File: config.mk
export PLATFORM = sky130hd
export DESIGN_NAME = rqd_div
export DESIGN_NICKNAME = d
export VERILOG_FILES = /design/src/rqd_pkg.sv /design/src/rqd_div.sv
export SDC_FILE = /design/constraint.sdc
export NUM_CORES = 2
export LEC_CHECK = 0
export BUFFER_PORTS_ARGS = -buffer_cell sky130_fd_sc_hd__buf_2
export CORE_ASPECT_RATIO = 1.5
export CORE_MARGIN = 4
export CORE_UTILIZATION = 55
export CTS_BUF_LIST = sky130_fd_sc_hd__clkbuf_16
export DETAILED_ROUTE_END_ITERATION = 12
export GPL_TIMING_DRIVEN = 0
export HOLD_SLACK_MARGIN = 0.08
export PLACE_DENSITY = 0.78
export SETUP_SLACK_MARGIN = 0.4
export SLEW_MARGIN = 15
export SYNTH_ARGS = -nofsm -noshare
export SYNTH_HDL_FRONTEND = slang
export SYNTH_SLANG_ARGS = --single-unit
File: constraint.sdc
create_clock -name clk -period 11.3 [get_ports clk]
set_input_delay 2.825 -clock clk [delete_from_list [all_inputs] [get_ports clk]]
set_output_delay 2.825 -clock clk [all_outputs]
set_load 0.02 [all_outputs]
File: src/rqd_pkg.sv
// Shared widths, register indexes and structs for the ray/ellipsoid depth solver.
package rqd_pkg;

  localparam int XW    = 19;   // screen coordinate, Q2.16
  localparam int CFW   = 32;   // one coefficient, Q16.16
  localparam int CFGW  = 64;
  localparam int IDXW  = 3;
  localparam int DEPW  = 18;
  localparam int PXW   = CFW + XW;   // coefficient times coordinate
  localparam int BW    = 53;         // B, U, V
  localparam int FW    = BW - 16;    // floor(U / 2^16)
  localparam int PCW   = FW + XW;
  localparam int CW    = 57;         // C
  localparam int MBW   = 52;         // |B|
  localparam int HBW   = MBW / 2;
  localparam int MCW   = 56;         // |C|
  localparam int HCW   = MCW / 2;
  localparam int DW    = 108;        // discriminant
  localparam int RW    = DW / 2;     // square root
  localparam int RMW   = RW + 2;     // root remainder
  localparam int NW    = 58;         // numerator, signed
  localparam int NMW   = NW - 1;
  localparam int DENW  = CFW + 1;    // 2|a|
  localparam int QB    = 17;         // quotient bits kept
  localparam int RDW   = DENW + QB;  // divider remainder
  localparam logic [QB-1:0] ONE_Q16 = QB'(65536);

  localparam logic [IDXW-1:0] REG_ZZ_ZX    = 3'd0;
  localparam logic [IDXW-1:0] REG_ZY_Z1    = 3'd1;
  localparam logic [IDXW-1:0] REG_XX_XY    = 3'd2;
  localparam logic [IDXW-1:0] REG_X1_YY    = 3'd3;
  localparam logic [IDXW-1:0] REG_Y1_CONST = 3'd4;

  typedef struct packed {
    logic signed [CFW-1:0] zz;
    logic signed [CFW-1:0] zx;
    logic signed [CFW-1:0] zy;
    logic signed [CFW-1:0] z1;
    logic signed [CFW-1:0] xx;
    logic signed [CFW-1:0] xy;
    logic signed [CFW-1:0] x1;
    logic signed [CFW-1:0] yy;
    logic signed [CFW-1:0] y1;
    logic signed [CFW-1:0] k;
  } coef_t;

  typedef struct packed {
    logic                 valid;
    logic                 miss;
    logic signed [BW-1:0] b;
    logic [DW-1:0]        delta;
  } disc_t;

  typedef struct packed {
    logic                 valid;
    logic                 miss;
    logic signed [BW-1:0] b;
    logic [RW-1:0]        s;
  } root_t;

endpackage

File: src/rqd_div.sv
// Numerator, pipelined restoring divide by 2a, range check and output register.
module rqd_div import rqd_pkg::*; (
  input  logic                   clk,
  input  logic                   rst_n,
  input  logic                   en,
  input  root_t                  root,
  input  logic signed [CFW-1:0]  coef_a,
  output logic                   res_valid,
  output logic                   res_hit,
  output logic signed [DEPW-1:0] res_depth
);

  logic signed [NW-1:0] num;
  logic [NMW-1:0]       magn;
  logic [DENW-1:0]      den;

  logic [QB:0]     v_r;
  logic            miss_r [0:QB];
  logic            neg_r  [0:QB];
  logic [DENW-1:0] den_r  [0:QB];
  logic [RDW-1:0]  rem_r  [0:QB];
  logic [QB-1:0]   q_r    [0:QB];
  logic            out_v_r, hit_r;
  logic signed [DEPW-1:0] depth_r;
  logic            hit_nxt;

  assign num  = -NW'(root.b) - NW'(root.s);
  assign magn = num[NW-1] ? NMW'(-num) : NMW'(num);
  assign den  = {(coef_a[CFW-1] ? CFW'(-coef_a) : CFW'(coef_a)), 1'b0};

  always_ff @(posedge clk) begin
    if (!rst_n) begin
      v_r     <= '0;
      out_v_r <= 1'b0;
    end else if (en) begin
      v_r     <= {v_r[QB-1:0], root.valid};
      out_v_r <= v_r[QB];
    end
  end

  // quotient at or above 2^17 is out of range anyway
  always_ff @(posedge clk) begin
    if (en) begin
      miss_r[0] <= root.miss || (magn >= NMW'({den, {QB{1'b0}}}));
      neg_r[0]  <= num[NW-1] ^ coef_a[CFW-1];
      den_r[0]  <= den;
      rem_r[0]  <= RDW'(magn);
      q_r[0]    <= '0;
    end
  end

  for (genvar i = 0; i < QB; i++) begin : g_step
    logic [RDW-1:0] dsh;
    logic           ge;
    assign dsh = RDW'(den_r[i]) << (QB-1-i);
    assign ge  = (rem_r[i] >= dsh);
    always_ff @(posedge clk) begin
      if (en) begin
        miss_r[i+1] <= miss_r[i];
        neg_r[i+1]  <= neg_r[i];
        den_r[i+1]  <= den_r[i];
        rem_r[i+1]  <= ge ? (rem_r[i] - dsh) : rem_r[i];
        q_r[i+1]    <= {q_r[i][QB-2:0], ge};
      end
    end
  end

  assign hit_nxt = !miss_r[QB] && (q_r[QB] <= ONE_Q16);

  always_ff @(posedge clk) begin
    if (en) begin
      hit_r <= hit_nxt;
      if (!hit_nxt) begin
        depth_r <= '0;
      end else if (neg_r[QB]) begin
        depth_r <= -DEPW'(q_r[QB]);
      end else begin
        depth_r <= DEPW'(q_r[QB]);
      end
    end
  end

  assign res_valid = out_v_r;
  assign res_hit   = hit_r;
  assign res_depth = depth_r;

endmodule

==> results.yml <==
outcome:
  outcome: "completed"
yosys:
  ys_warn_count: 0
  synth_nets: 9359
  synth_edf_count: 1602
  ys_dominant_reg_cell: "edfxtp_1"
  ys_ff_latch: 1621
  synth.top_cells.by_area: "edfxtp_1, ha_1, inv_1"
  synth_seq_area_share_pct: 52.4
  syn-instance-count: 8510
  synth_top_area_share_pct: 52.0
  yosys.area.top_type: "edfxtp_1"
  ys_types: 102
  mappedNetlistArea_sq_um: 92500
  ys_async_sr_fraction_pct: 0
  avgSynthCellArea_sq_um: 10.9
critical_path:
  arrival_ns: 11.30
  slowest_delay_ns: 0.54
  crit_fanout: 4
  path_class: "input pin to register"
  startpoint: "root[1]"
  r2r-start: "den_r[7][1]$_DFFE_PP_"
  r2r_cells: 16
  crit_top_cell: "nand4_1"
  endpoint_kind: "register"
  ff2ff_setup_slack_ns: 4.23
  required_ns: 11.95
  start_kind: "input pin"
  critPathSlowestCell: "and4b_2"
grt:
  grt_pass1_vias: 69200
  grt_usage_pct: 28.4
  grt_antenna_before_repair: 9
  grt_overflow: 0
  grt_pass1_wl_um: 372000
  grt_max_degree: 164
die:
  chipWidth_um: 343
  die_h_um: 510
  row_count: 184
  dieArea_sq_um: 175000
  core_sq_um: 167000
  io-pin-count: 164
  start_util_pct: 55.3
clock_tree:
  cts_made_buffers: 156
  clk_pin_slew_ns: 0.07
  postCtsSetupBuffers: 0
  h-tree-depth: 4
  cts_max_path_buffers: 3
  tritoncts: "built"
  clk_latency_ns: 0.82
  clock-sinks: 1621
  cts_root_buffer: "clkbuf_16"
worst_hold_path:
  hold_path_class: "register to register"
  hp-start: "q_r[4][2]$_DFFE_PP_"
  hold_depth: 0
final_layout:
  final_cell_mix: "edfxtp_1, inv_1, nand2_1"
  area_growth_pct: 10.2
  drive_above_1_share_pct: 6.69
  final_nets: 9699
  layout.cells.non_filler: 11200
  mostFrequentLayoutCell: "edfxtp_1"
timing:
  finalSetupViolations: 0
  fin_skew_ns: 0.0341
  tightest_slew_ns: 1.24
  hold_violations: 0
  period_needed_ns: 10.65
  finalMaxSlewViolations: 0
  rsz0062_at_grt: "false"
  relSlewSlack_pct: 15.0
  period_share_pct: 94.3
  fin_ws_ns: 0.649
  max_clock_freq_mhz: 93.9
detailed_routing:
  drtIter0Drc: 3298
  drtPass1Iterations: 6
  ant_nets: 0
  drc: 0
  wirelength_um: 251000
  via_per_inst: 5.82
  wl_per_cell_um: 22.4
  vias: 65300
power_and_ir_drop:
  p_leak_nw: 41.0
  switching_share_pct: 36.9
  cell_internal_pwr_mw: 16.1
  vdd_drop_max_mv: 0.186
  clock_power_share_pct: 21.1
  power_density_nw_per_um2: 251
  power_frac_comb_pct: 41.7
  sequentialPowerShare_pct: 37.2
  power_switching_mw: 9.43
placed_design:
  placed_cells: 10900
  hpwl_um: 202000
  place_congestion: 1.01
  place_ws_ns: -1.29
  io_buffers: 163
job:
  cap_violations: 0
-- synthesized netlist by cell type, types with 125 or more instances --
master,n
xnor2_1,371
nor3_1,140
edfxtp_1,1602
xor2_1,310
nor2_1,459
a21oi_1,598
clkbuf_1,158
nand3_1,128
ha_1,688
nand2b_1,125
nand2_1,727
inv_1,884
nor2b_1,128
a21o_1,286
o21ai_0,633
-- layout make-up --
class	instances	area [sq um]
flip-flops and latches	1621	48500
clock inverters	117	1160
repair buffers	182	1200
plain buffers	178	694
multi-input cells	5826	40100
fillers	13400	65500
diodes	14	35.0
inverters	885	3320
clock buffers	164	4100
well taps	2232	2790
-- path summary, 6_finish.rpt --
check                                               to
worst min-delay path               q_r[5][3]$_DFFE_PP_
worst max register to register  rem_r[8][29]$_DFFE_PP_
worst min register to register     q_r[5][3]$_DFFE_PP_
worst max-delay path               miss_r[0]$_DFFE_PP_
-- power by group through the flow --
| stage | logic (mW) | clock network [mW] | registers (mW) |
|---|---|---|---|
| after floorplan | 7.75 | 0 | 9.30 |
| after detailed placement | 10.5 | 0 | 9.60 |
| after CTS | 10.6 | 5.46 | 9.48 |
| final | 10.6 | 5.39 | 9.51 |
| after global placement | 10.2 | 0 | 9.84 |
| after global routing | 11.7 | 5.69 | 9.63 |
-- through the flow --
stage | hold WS, ns | area, sq um | utilization [%] | power (mW) | TNS, ns
floorplan | 0.400 | 92500 | - | 17.1 | 0
global placement | 0.400 | 96100 | 57.4 | 20.1 | -
detailed placement | 0.405 | 96600 | 57.7 | 20.1 | -1.29
CTS | 0.408 | 102000 | 60.9 | 25.5 | 0
global route | 0.418 | 102000 | 60.9 | 27.1 | 0
finish | 0.408 | 102000 | 60.9 | 25.5 | 0
-- critical path, delay by kind of cell --
kind	cells	cell delay (ns)
buf+inv	2	0.14
compound gates	9	2.50
xor+xnor	2	0.59
fa+ha+maj	4	1.29
simple gates	13	3.94
-- sequential cells by signal, indices dropped and copies added (netlist names) --
| register | count |
|---|---|
| res_hit | 1 |
| den_r | 544 |
| res_valid | 1 |
| q_r | 153 |
| miss_r | 18 |
| neg_r | 18 |
| v_r | 18 |
| rem_r | 850 |
| res_depth | 18 |
-- layer usage --
metal	global-route usage, %	vias up	part of all wire, %
met5	0	-	0
met4	32.5	0	14
li1	-	31600	-
met1	17.9	30900	25
met2	60.0	1781	58
met3	3.25	1011	2.5
-- cells by family after synthesis --
logic type	after synthesis	share of synthesized area, %
buffers and inverters	1063	4.33
xor gates and xnor gates	682	6.48
DFF	1621	52.4
AOI/OAI and AO/OA	2092	13.9
and+or+nand+nor	2255	12.1
adders and majority gates	705	9.67
muxes	92	1.08
-- timing repair --
| item | in CTS | in global routing |
|---|---|---|
| pin swaps | 0 | 1 |
| setup endpoints to repair | 1 | 1 |
| hold buffers | 0 | 0 |
| resized for setup | 6 | 5 |
(Power assumes the default switching activity.)
